[src/sv/strc_pkg.sv]
package strc_pkg;

   // Fixed datapath widths that follow from the Q formats of the fields.
   localparam int GAIN_W     = 16;
   localparam int CSR_W      = 48;
   localparam int CSR_IDX_W  = 2;
   localparam int MASK_W     = 3;
   localparam int GAIN_SLOTS = 3;
   localparam int RAD_W      = 48;
   localparam int ROOT_W     = 24;
   localparam int PROD_W     = 40;
   localparam int QUO_W      = 40;
   localparam int ROOT_STEPS = 24;
   localparam int DIV_STEPS  = 40;
   localparam int CNT_W      = 6;

   typedef enum logic [1:0] {
      OP_UPDATE = 2'd0,
      OP_LOAD   = 2'd1,
      OP_CLEAR  = 2'd2
   } strc_op_type;

   typedef enum logic [2:0] {
      ST_OK             = 3'd0,
      ST_NOT_CONFIGURED = 3'd1,
      ST_BAD_AXIS       = 3'd2,
      ST_BAD_DT         = 3'd3,
      ST_NUMERIC        = 3'd4
   } strc_status_type;

   typedef enum logic [1:0] {
      CSR_LAMBDA1 = 2'd0,
      CSR_LAMBDA2 = 2'd1,
      CSR_GAIN    = 2'd2,
      CSR_MASK    = 2'd3
   } strc_csr_type;

   typedef enum logic [3:0] {
      S_IDLE,
      S_CHECK,
      S_ROOT,
      S_MUL_CORR,
      S_MUL_DELTA,
      S_SUM,
      S_DIV,
      S_NORM,
      S_FINISH
   } strc_state_type;

   // Commands from the sequencer to the datapath.
   typedef struct packed {
      logic capture;
      logic check;
      logic root_step;
      logic mul_corr;
      logic mul_delta;
      logic sum;
      logic div_step;
      logic norm;
      logic finish;
   } strc_cmd_type;

   // Status from the datapath back to the sequencer.
   typedef struct packed {
      logic run;
      logic corr_ovf;
      logic sum_ovf;
   } strc_stat_type;

endpackage

[src/sv/strc_ctrl.sv]
module strc_ctrl (
   input  logic                 clock,
   input  logic                 reset,
   input  logic                 req_valid,
   output logic                 req_ready,
   output logic                 rsp_valid,
   input  logic                 rsp_ready,
   input  strc_pkg::strc_stat_type stat,
   output strc_pkg::strc_cmd_type  cmd
);
   import strc_pkg::*;

   strc_state_type    state_ff, state_in;
   logic [CNT_W-1:0]  cnt_ff;
   logic              rsp_valid_ff;
   logic              slot_free;

   assign slot_free = !rsp_valid_ff || rsp_ready;
   assign req_ready = (state_ff == S_IDLE);
   assign rsp_valid = rsp_valid_ff;

   always_comb begin
      state_in = state_ff;
      case (state_ff)
         S_IDLE:      if (req_valid) state_in = S_CHECK;
         S_CHECK:     state_in = stat.run ? S_ROOT : S_FINISH;
         S_ROOT:      if (cnt_ff == '0) state_in = S_MUL_CORR;
         S_MUL_CORR:  state_in = stat.corr_ovf ? S_FINISH : S_MUL_DELTA;
         S_MUL_DELTA: state_in = S_SUM;
         S_SUM:       state_in = stat.sum_ovf ? S_FINISH : S_DIV;
         S_DIV:       if (cnt_ff == '0) state_in = S_NORM;
         S_NORM:      state_in = S_FINISH;
         S_FINISH:    if (slot_free) state_in = S_IDLE;
         default:     state_in = S_IDLE;
      endcase
   end

   always_comb begin
      cmd = '0;
      case (state_ff)
         S_IDLE:      cmd.capture   = req_valid;
         S_CHECK:     cmd.check     = 1'b1;
         S_ROOT:      cmd.root_step = 1'b1;
         S_MUL_CORR:  cmd.mul_corr  = 1'b1;
         S_MUL_DELTA: cmd.mul_delta = 1'b1;
         S_SUM:       cmd.sum       = 1'b1;
         S_DIV:       cmd.div_step  = 1'b1;
         S_NORM:      cmd.norm      = 1'b1;
         S_FINISH:    cmd.finish    = slot_free;
         default:     cmd = '0;
      endcase
   end

   always_ff @(posedge clock) begin
      if (reset) begin
         state_ff     <= S_IDLE;
         cnt_ff       <= '0;
         rsp_valid_ff <= 1'b0;
      end else begin
         state_ff <= state_in;
         if (state_ff == S_CHECK) begin
            cnt_ff <= CNT_W'(ROOT_STEPS - 1);
         end else if (state_ff == S_SUM) begin
            cnt_ff <= CNT_W'(DIV_STEPS - 1);
         end else if ((state_ff == S_ROOT) || (state_ff == S_DIV)) begin
            cnt_ff <= cnt_ff - 1'b1;
         end
         if (cmd.finish) begin
            rsp_valid_ff <= 1'b1;
         end else if (rsp_ready) begin
            rsp_valid_ff <= 1'b0;
         end
      end
   end

`ifndef SYNTHESIS
   a_finish_slot: assert property (@(posedge clock) disable iff (reset)
      cmd.finish |-> (!rsp_valid_ff || rsp_ready))
      else $error("result written while the output register was still occupied");
   a_capture_check: assert property (@(posedge clock) disable iff (reset)
      cmd.capture |=> (state_ff == S_CHECK))
      else $error("accepted transaction was not checked in the next cycle");
   a_div_end: assert property (@(posedge clock) disable iff (reset)
      ((state_ff == S_DIV) && (cnt_ff == '0)) |=> (state_ff == S_NORM))
      else $error("divider did not hand over to normalization");
   a_rsp_source: assert property (@(posedge clock) disable iff (reset)
      $rose(rsp_valid_ff) |-> ($past(state_ff) == S_FINISH))
      else $error("result appeared outside the finish step");
`endif

endmodule

[src/sv/strc_dp.sv]
module strc_dp #(
   parameter int AXES = 3
) (
   input  logic                          clock,
   input  logic                          reset,
   input  strc_pkg::strc_cmd_type        cmd,
   output strc_pkg::strc_stat_type       stat,
   input  logic [1:0]                    req_cmd,
   input  logic [2:0]                    req_axis,
   input  logic signed [31:0]            req_rate,
   input  logic signed [31:0]            req_rate_setpoint,
   input  logic [23:0]                   req_time_step,
   input  logic signed [31:0]            req_load_value,
   input  logic [strc_pkg::CSR_W-1:0]    lambda1_all,
   input  logic [strc_pkg::CSR_W-1:0]    lambda2_all,
   input  logic [strc_pkg::CSR_W-1:0]    gain_all,
   input  logic [strc_pkg::MASK_W-1:0]   cfg_mask,
   output logic [2:0]                    rsp_status,
   output logic signed [31:0]            rsp_sliding_var,
   output logic signed [31:0]            rsp_accel_cmd,
   output logic signed [31:0]            rsp_raw_output,
   output logic signed [31:0]            rsp_next_integrator
);
   import strc_pkg::*;

   localparam int IDX_W = (AXES > 1) ? $clog2(AXES) : 1;

   // Captured transaction.
   logic [1:0]          cmd_ff;
   logic [2:0]          axis_ff;
   logic [32:0]         s_ff;
   logic [23:0]         dt_ff;
   logic [31:0]         load_ff;
   strc_status_type     st_ff;
   logic [31:0]         nu_ff;

   // Integrator store, one word per axis.
   logic [31:0]         integ_ff [AXES];

   // Square root, divider and intermediate results.
   logic [RAD_W-1:0]    rad_ff;
   logic [ROOT_W-1:0]   root_ff, root_in;
   logic [ROOT_W+1:0]   srem_ff, srem_in;
   logic [30:0]         corr_ff;
   logic [23:0]         delta_ff;
   logic [31:0]         a_ff, nn_ff, c_ff;
   logic                neg_ff;
   logic [QUO_W-1:0]    quo_ff, quo_in;
   logic [GAIN_W-1:0]   drem_ff, drem_in;

   // Output register.
   logic [2:0]          rsp_status_ff;
   logic [31:0]         rsp_s_ff, rsp_a_ff, rsp_c_ff, rsp_nn_ff;

   logic [IDX_W-1:0]    idx;
   logic                ax_ok, cfg_ok, s_fits;
   logic [GAIN_W-1:0]   l1_sel, l2_sel, g_sel;
   strc_status_type     chk_status;
   logic [31:0]         s_mag;
   logic [ROOT_W+3:0]   srem_sh, strial, sdiff;
   logic                sq_ge;
   logic [ROOT_W-1:0]   mul_a;
   logic [GAIN_W-1:0]   mul_b;
   logic [PROD_W-1:0]   prod;
   logic                s_pos, s_neg;
   logic [33:0]         nu_x, a_sum, nn_sum;
   logic                a_fits, nn_fits;
   logic [31:0]         a_mag;
   logic [GAIN_W:0]     drem_sh, ddiff;
   logic                d_ge;
   logic                quo_ovf;
   logic [QUO_W-1:0]    quo_neg;
   logic                ok, upd_ok, load_ok;

   assign idx    = axis_ff[IDX_W-1:0];
   assign ax_ok  = (4'(axis_ff) < 4'(AXES));
   assign cfg_ok = (axis_ff < 3'(GAIN_SLOTS)) && cfg_mask[axis_ff[1:0]];
   assign s_fits = (s_ff[32] == s_ff[31]);

   // Gains of the addressed axis; axes past the packed slots read zero.
   always_comb begin
      case (axis_ff)
         3'd0: begin
            l1_sel = lambda1_all[15:0];
            l2_sel = lambda2_all[15:0];
            g_sel  = gain_all[15:0];
         end
         3'd1: begin
            l1_sel = lambda1_all[31:16];
            l2_sel = lambda2_all[31:16];
            g_sel  = gain_all[31:16];
         end
         3'd2: begin
            l1_sel = lambda1_all[47:32];
            l2_sel = lambda2_all[47:32];
            g_sel  = gain_all[47:32];
         end
         default: begin
            l1_sel = '0;
            l2_sel = '0;
            g_sel  = '0;
         end
      endcase
   end

   always_comb begin
      case (cmd_ff)
         OP_UPDATE: begin
            if (!ax_ok) begin
               chk_status = ST_BAD_AXIS;
            end else if (!cfg_ok) begin
               chk_status = ST_NOT_CONFIGURED;
            end else if (dt_ff == '0) begin
               chk_status = ST_BAD_DT;
            end else if (!s_fits || (g_sel == '0)) begin
               chk_status = ST_NUMERIC;
            end else begin
               chk_status = ST_OK;
            end
         end
         OP_LOAD: chk_status = ax_ok ? ST_OK : ST_BAD_AXIS;
         default: chk_status = ST_OK;
      endcase
   end

   assign stat.run = (cmd_ff == OP_UPDATE) && (chk_status == ST_OK);

   assign s_mag = 32'(s_ff[32] ? -s_ff : s_ff);

   // One root bit per step, restoring form.
   assign srem_sh = {srem_ff, rad_ff[RAD_W-1 -: 2]};
   assign strial  = {2'b00, root_ff, 2'b01};
   assign sq_ge   = (srem_sh >= strial);
   assign sdiff   = srem_sh - strial;
   assign root_in = {root_ff[ROOT_W-2:0], sq_ge};
   assign srem_in = sq_ge ? sdiff[ROOT_W+1:0] : srem_sh[ROOT_W+1:0];

   // One shared multiplier for the correction and the integral step.
   assign mul_a = cmd.mul_corr ? root_ff : dt_ff;
   assign mul_b = cmd.mul_corr ? l1_sel : l2_sel;
   assign prod  = PROD_W'(mul_a) * PROD_W'(mul_b);
   assign stat.corr_ovf = prod[PROD_W-1];

   assign s_neg  = s_ff[32];
   assign s_pos  = !s_ff[32] && (s_ff != '0);
   assign nu_x   = {{2{nu_ff[31]}}, nu_ff};
   assign a_sum  = s_pos ? (nu_x - {3'b000, corr_ff}) :
                   s_neg ? (nu_x + {3'b000, corr_ff}) : nu_x;
   assign nn_sum = s_pos ? (nu_x - {10'd0, delta_ff}) :
                   s_neg ? (nu_x + {10'd0, delta_ff}) : nu_x;
   assign a_fits  = (a_sum[33:31] == 3'b000) || (a_sum[33:31] == 3'b111);
   assign nn_fits = (nn_sum[33:31] == 3'b000) || (nn_sum[33:31] == 3'b111);
   assign stat.sum_ovf = !a_fits || !nn_fits;
   assign a_mag = 32'(a_sum[33] ? -a_sum : a_sum);

   // One quotient bit per step, restoring form on the magnitude.
   assign drem_sh = {drem_ff, quo_ff[QUO_W-1]};
   assign d_ge    = (drem_sh >= {1'b0, g_sel});
   assign ddiff   = drem_sh - {1'b0, g_sel};
   assign drem_in = d_ge ? ddiff[GAIN_W-1:0] : drem_sh[GAIN_W-1:0];
   assign quo_in  = {quo_ff[QUO_W-2:0], d_ge};
   assign quo_neg = -quo_ff;
   assign quo_ovf = neg_ff ? ((quo_ff[QUO_W-1:32] != '0) ||
                              (quo_ff[31] && (quo_ff[30:0] != '0)))
                           : (quo_ff[QUO_W-1:31] != '0);

   assign ok      = (st_ff == ST_OK);
   assign upd_ok  = ok && (cmd_ff == OP_UPDATE);
   assign load_ok = ok && (cmd_ff == OP_LOAD);

   always_ff @(posedge clock) begin
      if (cmd.capture) begin
         cmd_ff  <= req_cmd;
         axis_ff <= req_axis;
         s_ff    <= {req_rate[31], req_rate} - {req_rate_setpoint[31], req_rate_setpoint};
         dt_ff   <= req_time_step;
         load_ff <= req_load_value;
      end
      if (cmd.check) begin
         st_ff   <= chk_status;
         nu_ff   <= ax_ok ? integ_ff[idx] : '0;
         rad_ff  <= {s_mag, 16'd0};
         root_ff <= '0;
         srem_ff <= '0;
      end
      if (cmd.root_step) begin
         root_ff <= root_in;
         srem_ff <= srem_in;
         rad_ff  <= {rad_ff[RAD_W-3:0], 2'b00};
      end
      if (cmd.mul_corr) begin
         corr_ff <= prod[PROD_W-2:8];
         if (stat.corr_ovf) st_ff <= ST_NUMERIC;
      end
      if (cmd.mul_delta) begin
         delta_ff <= prod[PROD_W-1:16];
      end
      if (cmd.sum) begin
         a_ff    <= a_sum[31:0];
         nn_ff   <= nn_sum[31:0];
         neg_ff  <= a_sum[33];
         quo_ff  <= {a_mag, 8'd0};
         drem_ff <= '0;
         if (stat.sum_ovf) st_ff <= ST_NUMERIC;
      end
      if (cmd.div_step) begin
         quo_ff  <= quo_in;
         drem_ff <= drem_in;
      end
      if (cmd.norm) begin
         c_ff <= neg_ff ? quo_neg[31:0] : quo_ff[31:0];
         if (quo_ovf) st_ff <= ST_NUMERIC;
      end
      if (cmd.finish) begin
         rsp_status_ff <= st_ff;
         rsp_s_ff      <= upd_ok ? s_ff[31:0] : '0;
         rsp_a_ff      <= upd_ok ? a_ff : '0;
         rsp_c_ff      <= upd_ok ? c_ff : '0;
         rsp_nn_ff     <= upd_ok ? nn_ff : (load_ok ? load_ff : '0);
      end
   end

   always_ff @(posedge clock) begin
      if (reset) begin
         for (int i = 0; i < AXES; i++) integ_ff[i] <= '0;
      end else if (cmd.finish) begin
         if (upd_ok) begin
            integ_ff[idx] <= nn_ff;
         end else if (load_ok) begin
            integ_ff[idx] <= load_ff;
         end else if (ok && (cmd_ff == OP_CLEAR)) begin
            for (int i = 0; i < AXES; i++) integ_ff[i] <= '0;
         end
      end
   end

   assign rsp_status          = rsp_status_ff;
   assign rsp_sliding_var     = rsp_s_ff;
   assign rsp_accel_cmd       = rsp_a_ff;
   assign rsp_raw_output      = rsp_c_ff;
   assign rsp_next_integrator = rsp_nn_ff;

`ifndef SYNTHESIS
   a_ok_axis: assert property (@(posedge clock) disable iff (reset)
      (cmd.finish && (upd_ok || load_ok)) |-> ax_ok)
      else $error("integrator commit addressed an axis that does not exist");
   a_norm_sign: assert property (@(posedge clock) disable iff (reset)
      (cmd.norm && !quo_ovf && (quo_ff != '0)) |=> (c_ff[31] == neg_ff))
      else $error("quotient sign does not follow the dividend sign");
   a_root_bound: assert property (@(posedge clock) disable iff (reset)
      cmd.root_step |-> (srem_in <= {1'b0, root_in, 1'b0}))
      else $error("square root remainder exceeds twice the partial root");
`endif

endmodule

[src/sv/super_twisting_rate_controller.sv]
// An update runs through check, 24 root steps, two multiplies, sum, 40 divide steps,
// normalize and the output write; an overflow found at the correction multiply or the
// sum ends it at the output write. Other transactions go from check to the output write.
// The root and divide are bit-serial, and a new transaction is accepted only when idle;
// the next one may be accepted while a result waits in the output register.
// Synchronous reset zeroes the control registers and integrators and drops the result valid.
module super_twisting_rate_controller #(
   parameter int AXES = 3
) (
   input  logic                               clock,
   input  logic                               reset,
   input  logic                               req_valid,
   output logic                               req_ready,
   input  logic [1:0]                         req_cmd,
   input  logic [2:0]                         req_axis,
   input  logic signed [31:0]                 req_rate,
   input  logic signed [31:0]                 req_rate_setpoint,
   input  logic [23:0]                        req_time_step,
   input  logic signed [31:0]                 req_load_value,
   output logic                               rsp_valid,
   input  logic                               rsp_ready,
   output logic [2:0]                         rsp_status,
   output logic signed [31:0]                 rsp_sliding_var,
   output logic signed [31:0]                 rsp_accel_cmd,
   output logic signed [31:0]                 rsp_raw_output,
   output logic signed [31:0]                 rsp_next_integrator,
   input  logic                               csr_valid,
   output logic                               csr_ready,
   input  logic [strc_pkg::CSR_IDX_W-1:0]     csr_index,
   input  logic [strc_pkg::CSR_W-1:0]         csr_wdata
);
   import strc_pkg::*;

   // Configuration registers. Each gain register packs one Q8.8 value per axis, axis 0
   // in the low 16 bits. Writes must only be issued while the block is idle, which the
   // block does not enforce; the datapath reads these directly all through a transaction.
   logic [CSR_W-1:0]  lambda1_ff;
   logic [CSR_W-1:0]  lambda2_ff;
   logic [CSR_W-1:0]  gain_ff;
   logic [MASK_W-1:0] mask_ff;

   strc_cmd_type  cmd;
   strc_stat_type stat;

   // The configuration port never stalls.
   assign csr_ready = 1'b1;

   always_ff @(posedge clock) begin
      if (reset) begin
         lambda1_ff <= '0;
         lambda2_ff <= '0;
         gain_ff    <= '0;
         mask_ff    <= '0;
      end else if (csr_valid) begin
         case (csr_index)
            CSR_LAMBDA1: lambda1_ff <= csr_wdata;
            CSR_LAMBDA2: lambda2_ff <= csr_wdata;
            CSR_GAIN:    gain_ff    <= csr_wdata;
            CSR_MASK:    mask_ff    <= csr_wdata[MASK_W-1:0];
            default:     mask_ff    <= mask_ff;
         endcase
      end
   end

   // The sequencer walks an update through check, root, multiply, sum, divide, normalize
   // and finish, others via check and finish; it owns the request and result handshakes.
   strc_ctrl u_ctrl (
      .clock     (clock),
      .reset     (reset),
      .req_valid (req_valid),
      .req_ready (req_ready),
      .rsp_valid (rsp_valid),
      .rsp_ready (rsp_ready),
      .stat      (stat),
      .cmd       (cmd)
   );

   // The datapath holds the captured transaction, the per-axis integrators, the shared
   // square root and divide registers, the single multiplier and the output register.
   strc_dp #(
      .AXES (AXES)
   ) u_dp (
      .clock               (clock),
      .reset               (reset),
      .cmd                 (cmd),
      .stat                (stat),
      .req_cmd             (req_cmd),
      .req_axis            (req_axis),
      .req_rate            (req_rate),
      .req_rate_setpoint   (req_rate_setpoint),
      .req_time_step       (req_time_step),
      .req_load_value      (req_load_value),
      .lambda1_all         (lambda1_ff),
      .lambda2_all         (lambda2_ff),
      .gain_all            (gain_ff),
      .cfg_mask            (mask_ff),
      .rsp_status          (rsp_status),
      .rsp_sliding_var     (rsp_sliding_var),
      .rsp_accel_cmd       (rsp_accel_cmd),
      .rsp_raw_output      (rsp_raw_output),
      .rsp_next_integrator (rsp_next_integrator)
   );

endmodule
[config.mk]
export PLATFORM = sky130hd
export DESIGN_NAME = super_twisting_rate_controller
export DESIGN_NICKNAME = d
export VERILOG_FILES = /design/src/sv/strc_pkg.sv /design/src/sv/strc_ctrl.sv /design/src/sv/strc_dp.sv /design/src/sv/super_twisting_rate_controller.sv
export SDC_FILE = /design/constraint.sdc
export NUM_CORES = 2
export LEC_CHECK = 0
export BUFFER_PORTS_ARGS = -buffer_cell sky130_fd_sc_hd__buf_2
export CAP_MARGIN = 40
export CORE_UTILIZATION = 55
export DETAILED_ROUTE_END_ITERATION = 7
export PLACE_DENSITY = 0.72
export REMOVE_ABC_BUFFERS = 1
export SYNTH_ARGS = -nofsm -noshare
export SYNTH_HDL_FRONTEND = slang
export SYNTH_SLANG_ARGS = --single-unit
[constraint.sdc]
create_clock -name clock -period 10.48 [get_ports clock]
set_input_delay 0.524 -clock clock [delete_from_list [all_inputs] [get_ports clock]]
set_output_delay 0.524 -clock clock [all_outputs]
set_load 0.03 [all_outputs]
Word-level counts from Yosys, hierarchy flattened
Memories as Yosys holds them, arrays and structs flattened. A register that Yosys moved wholly into a read port is not among the register bits.
Cells that the tools add are included.
W data, S select, Z words.
{"block": "word_totals", "mem_bits_rw": 96, "out_inout_bits": 134, "regBits": 676, "n_memories": 1, "input_bits": 180, "elab_cells": 212}
{"name": "u_dp.integ_ff", "words": 3, "width": 32, "rd": 1, "rd_ports_with_merged_regs": 1, "wr": 3, "line": "strc_dp.sv:38", "rtl": "logic [31:0] integ_ff [AXES];"}
{"block": "op_classes", "magnitude_cmp": 5, "bitwise": 4, "add_sub_neg": 11, "n_eq_ne": 22, "mux": 88, "mul": 1, "reduce_logical": 48}
{"operator": "$mux W32", "count": 10}
{"operator": "$pmux W16 S3", "count": 3}
{"operator": "$mux W34", "count": 4}
{"operator": "$mux W48", "count": 2}
{"operator": "$neg A32 Y32", "count": 3}
{"operator": "$mux W40", "count": 2}
{"operator": "$mux W26", "count": 3}
{"operator": "$mux W24", "count": 3}
{"operator": "$sub A32 B32 Y33", "count": 2}
{"operator": "$mux W16", "count": 4}
{"operator": "$mul A24 B16 Y40", "count": 1}
{"operator": "$pmux W4 S9", "count": 1}
{"operator": "$add A32 B25 Y33", "count": 1}
{"operator": "$add A32 B32 Y33", "count": 1}
{"operator": "$mux W3", "count": 11}
{"operator": "$reduce_bool A33 Y1", "count": 1}
{"operator": "$sub A32 B25 Y33", "count": 1}
{"operator": "$reduce_or A32 Y1", "count": 1}
{"operator": "$mux W1", "count": 31}
{"operator": "$reduce_bool A31 Y1", "count": 1}
{"operator": "$ge A28 B26 Y1", "count": 1}
{"operator": "$mux W4", "count": 7}
{"operator": "$sub A26 B26 Y26", "count": 1}
{"operator": "$logic_not A24 Y1", "count": 1}
{"operator": "39 further kinds", "count": 83}

Longest topological paths before layout
{"block": "logic_depth", "depth_word": 16, "ltp_mapped": 37, "mapped_depth_nobuf": 31}

Cells and area by module
Synthesis repeated with hierarchy kept, for this count alone.
{"block": "hier_totals", "hier_cells": 5658, "hier_area_um2": 56628.1}
{"module": "strc_dp", "n_inst": 1, "area_each_um2": 50085.5, "seq_area_each_um2": 19368.6, "cells_each": 5044}
{"module": "super_twisting_rate_controller", "n_inst": 1, "area_each_um2": 5868.1, "seq_area_each_um2": 2942.8, "cells_each": 533}
{"module": "strc_ctrl", "n_inst": 1, "area_each_um2": 674.4, "seq_area_each_um2": 220.2, "cells_each": 81}

Worst setup path after synthesis
OpenSTA, ideal clock, no wires.
{"block": "synth_timing", "kind": "reg-to-reg", "from": "reg u_dp.axis_ff[0]", "to": "reg u_dp.st_ff[2]", "period_less_slack_ns": 9.026, "setup_ns": 0.120, "required_time_ns": 10.360, "arrival_time_ns": 8.906, "n_path_buf": 7, "slack_ns": 1.454, "path_stages_with_launch": 35, "cell_sequence": "edfxtp_1 clkbuf_1 clkbuf_1 clkbuf_1 clkbuf_1 clkbuf_1 clkbuf_1 mux2i_1 o21ai_0 nand2_1 a21oi_1 clkbuf_1 nand2_1 fa_1 inv_1 fa_1 fa_1 fa_1 fa_1 inv_1 fa_1 inv_1 ha_1 a21o_1 a21o_1 a21oi_1 o21ai_0 a221o_1 a221o_1 a21oi_1 o21ai_0 xnor2_1 and2_1 or3_1 a211o_1"}
{"element": "from (decl)", "line": "strc_dp.sv:30", "rtl": "logic [2:0] axis_ff;"}
{"element": "from (signal assigned)", "line": "strc_dp.sv:174", "rtl": "axis_ff <= req_axis;"}
{"element": "to (signal assigned)", "line": "strc_dp.sv:180", "rtl": "st_ff <= chk_status;"}
{"element": "to (decl)", "line": "strc_dp.sv:34", "rtl": "strc_status_type st_ff;"}

==> run metrics <==
run status=complete, no violations; worst slack after detailed placement=1330 ps; antenna violations before repair=3; total length of routed wires=155 mm; Post-Syn Area=0.0557 sq mm; crit path launch type=flip-flop; via count of the first global-routing pass=42500; number of synthesized flops with an enable pin=643; deepest clock path buffer count=3; cell area power density=129 mW/mm^2; minimum clock period after layout=9240 ps; Max Transition Viols Final=0; htree depth=3; post-synthesis cell type count=93; global router's overall resource usage=29.9%; total of warnings raised by yosys=0; largest driver fanout on the critical path=20; sequential share of the synthesized area=40.5%; Post CTS Setup Buffer Count=0; required arrival time at the worst endpoint=11050 ps; CTS root buf=sky130_fd_sc_hd__clkbuf_16; area enclosed by the die boundary=0.102 sq mm; Syn-to-layout area delta=11.7%; die span in x=320 um; worst-path cell with the longest stage delay=sky130_fd_sc_hd__dfxtp_1; classification of the worst-slack hold path=in2reg; proportion of register bits with asynchronous set or reset after synthesis=0%; GRT Residual Overflow=0; Iter 0 DRT Violations=3738; post-detailed-route count of antenna-violating nets=0; portion of netlist area occupied by mux cells=3.35%; P_leak=26.2 nW; pin count of the biggest net entering global routing=133; final weighted congestion in routability-driven placement=0.966; wire length of the first global-routing pass=240 mm; endpoint type of the worst setup path=flip-flop; slack of the critical path=1240 ps; # DRC=0; wire length per cell after detailed routing=20.8 um; total number of vias=43600; number of top-level design ports=314; xor/xnor cell area share of the yosys netlist=3.45%; DP Cell Count=7245; Syn Inst Count=5832; clock tree from TritonCTS=built; core area=0.100 sq mm; net total in the final layout=6871; flop and latch count out of synthesis=804; Initial Util=55.6%; proportion of power drawn by flip-flops and latches=45.8%; final cell count without fillers=7458; First-pass DRT Iterations=6; Min Hold Slack=37.3 ps; vertical extent of the die=320 um; post-route fraction of the period consumed by the critical path=88.2%; Port Buffer Count=312; vias per inst=5.84; final worst clock skew=43.2 ps; endpoints failing setup=0; area share of fa/ha/maj cells after synthesis=17.9%; internal power=0.00586 W; Fin. Hold Viols=0; actual slew at the worst max-slew pin=927 ps; part of the power in the clock network=39.5%; final core utilization=62.1%; detailed placer's ending HPWL=114 mm; Worst Path Class, Setup=reg2reg; top flip-flop cell by instance count after synthesis=sky130_fd_sc_hd__edfxtp_1; headroom to the max-slew limit=37.5%; sinks on the clock net=804; switching power=0.00218 W; arrival time at the worst endpoint=9810 ps; clock buffer count from CTS=88; basic-gate share of the synthesized area counting and, or, nand and nor cells=15.9%; Max stage delay on crit path=770 ps; logic gate share of total power=14.8%; clock insertion delay at the later pin of the skew report=700 ps; Peak supply drop=0.125 mV; maximum frequency from static timing analysis=108 MHz; RSZ-0062 raised after global routing=no; compound-gate portion of the synthesized area=12.9%; switching part of the total=27.1%; Most Frequent Cell on Critical Path=sky130_fd_sc_hd__fa_1; main combinational cell family by area after synthesis=adder cells; fraction of final layout cells sized beyond drive strength 1=10.4%; max-cap violation count=0; Avg Inst Size Synth=9.54 sq um; number of placement rows=116; CTS clock-pin slew for the worst setup and hold paths=60 ps
[cells in the final DEF, fill, tap and decap left out, types with 66 or more instances in the layout]
master / instances
sky130_fd_sc_hd__and2_1: 152
sky130_fd_sc_hd__a21o_1: 84
sky130_fd_sc_hd__inv_1: 595
sky130_fd_sc_hd__o21ai_0: 217
sky130_fd_sc_hd__xnor2_1: 153
sky130_fd_sc_hd__nor2_1: 600
sky130_fd_sc_hd__xor2_1: 66
sky130_fd_sc_hd__nand2_1: 796
sky130_fd_sc_hd__buf_4: 74
sky130_fd_sc_hd__ha_1: 297
sky130_fd_sc_hd__nor3_1: 77
sky130_fd_sc_hd__edfxtp_1: 643
sky130_fd_sc_hd__dfxtp_1: 161
sky130_fd_sc_hd__mux2i_1: 157
sky130_fd_sc_hd__a21oi_1: 434
sky130_fd_sc_hd__clkbuf_16: 90
sky130_fd_sc_hd__fa_1: 311
sky130_fd_sc_hd__buf_2: 313
[metrics by stage]
step                TNS [ps]  total power, W  area (sq um)
floorplan             -49280         0.00451         54600
global placement           0         0.00487         58500
detailed placement         0         0.00490         58700
CTS                        0         0.00806         62200
global route               0         0.00832         62200
finish                     0         0.00804         62200
[path summary, 6_finish.rpt]
kind / from / to / slack, ps / depth (start not counted)
max: u_ctrl.state_ff[1] / u_dp.st_ff[2] / 1240 / 30
min: req_load_value[14] / u_dp.load_ff[14] / 40 / 1
max reg2reg: u_ctrl.state_ff[1] / u_dp.st_ff[2] / 1240 / 30
min reg2reg: lambda2_ff[1] / lambda2_ff[1] / 450 / 2
[metal layers]
metal / part of all wire (%) / vias to the layer above / global-route usage [%]
met3: 7.4 / 338 / 4.84
met5: 0 / - / 0
met1: 41 / 21200 / 39.7
li1: - / 20400 / -
met4: 4.3 / 0 / 11.9
met2: 47 / 1653 / 49.1
[critical path: cells and delay by family, from the launching register on]
family                     cells  cell delay [ps]
DFF                            1              770
xor gates and xnor gates       1              290
buffers and inverters          7              980
adders and majority gates      7             3280
and+or+nand+nor                6             1980
AOI/OAI and AO/OA              9             1750
[power by group through the flow]
stage	Combinational, W	Sequential [W]	Clock, W
floorplan	0.000738	0.00377	0
global placement	0.00113	0.00374	0
detailed placement	0.00115	0.00374	0
CTS	0.00118	0.00368	0.00321
global route	0.00130	0.00369	0.00333
finish	0.00119	0.00368	0.00317
[registers in the layout, summed over array words and instances, names as in the netlist, 33 cells and up]
register       count
lambda2_ff        48
u_dp.integ_ff     96
gain_ff           48
lambda1_ff        48
u_dp.quo_ff       40
u_dp.s_ff         33
[cell usage after synthesis (11+ instances only)]
| library cell | n | area [sq um] |
|---|---|---|
| sky130_fd_sc_hd__nand2_1 | 796 | 2990 |
| sky130_fd_sc_hd__edfxtp_1 | 643 | 19300 |
| sky130_fd_sc_hd__nor2_1 | 603 | 2260 |
| sky130_fd_sc_hd__inv_1 | 599 | 2250 |
| sky130_fd_sc_hd__a21oi_1 | 434 | 2170 |
| sky130_fd_sc_hd__fa_1 | 311 | 6230 |
| sky130_fd_sc_hd__ha_1 | 297 | 3720 |
| sky130_fd_sc_hd__clkbuf_1 | 229 | 860 |
| sky130_fd_sc_hd__o21ai_0 | 217 | 1090 |
| sky130_fd_sc_hd__dfxtp_1 | 161 | 3220 |
| sky130_fd_sc_hd__mux2i_1 | 157 | 1570 |
| sky130_fd_sc_hd__and2_1 | 153 | 957 |
| sky130_fd_sc_hd__xnor2_1 | 153 | 1340 |
| sky130_fd_sc_hd__nor3_1 | 86 | 430 |
| sky130_fd_sc_hd__a21o_1 | 84 | 631 |
| sky130_fd_sc_hd__xor2_1 | 66 | 578 |
| sky130_fd_sc_hd__nand3_1 | 58 | 290 |
| sky130_fd_sc_hd__nand2b_1 | 55 | 344 |
| sky130_fd_sc_hd__buf_1 | 45 | 169 |
| sky130_fd_sc_hd__a31oi_1 | 41 | 257 |
| sky130_fd_sc_hd__o31ai_1 | 39 | 293 |
| sky130_fd_sc_hd__a211oi_1 | 36 | 270 |
| sky130_fd_sc_hd__o21a_1 | 36 | 270 |
| sky130_fd_sc_hd__nor4_1 | 32 | 200 |
| sky130_fd_sc_hd__nor2b_1 | 31 | 194 |
| sky130_fd_sc_hd__o21bai_1 | 30 | 225 |
| sky130_fd_sc_hd__nand4_1 | 29 | 181 |
| sky130_fd_sc_hd__or3_1 | 29 | 181 |
| sky130_fd_sc_hd__and3_1 | 25 | 156 |
| sky130_fd_sc_hd__mux2_2 | 25 | 282 |
| sky130_fd_sc_hd__o211ai_1 | 24 | 180 |
| sky130_fd_sc_hd__or2_2 | 23 | 144 |
| sky130_fd_sc_hd__a221oi_1 | 22 | 193 |
| sky130_fd_sc_hd__o41ai_1 | 22 | 193 |
| sky130_fd_sc_hd__or4_1 | 21 | 158 |
| sky130_fd_sc_hd__o22ai_1 | 14 | 87.6 |
| sky130_fd_sc_hd__a221o_1 | 13 | 130 |
| sky130_fd_sc_hd__a21boi_0 | 11 | 82.6 |
| sky130_fd_sc_hd__o31a_1 | 11 | 96.3 |
[repair_timing]
action,4_1_cts,5_1_grt
hold buffers,46,0
endpoints found under the hold margin,46,0
resized for setup,0,0
[area by class of cell]
| cell class | count | area, sq um |
|---|---|---|
| Fill cell | 8331 | 38000 |
| Multi-Input combinational cell | 4143 | 29900 |
| Sequential cell | 804 | 22500 |
| Timing Repair Buffer | 446 | 2860 |
| Clock buffer | 117 | 2400 |
| Inverter | 600 | 2260 |
| Tap cell | 1298 | 1620 |
| Clock inverter | 48 | 549 |
| Antenna cell | 2 | 5.00 |
[cells by family after synthesis]
group	count (synthesis)
fa+ha+maj	608
buf+inv	885
flops	804
other cells	1
compound gates	1147
xor+xnor	219
simple gates	1985
mux	183
Power figures use the tool's default switching activity.
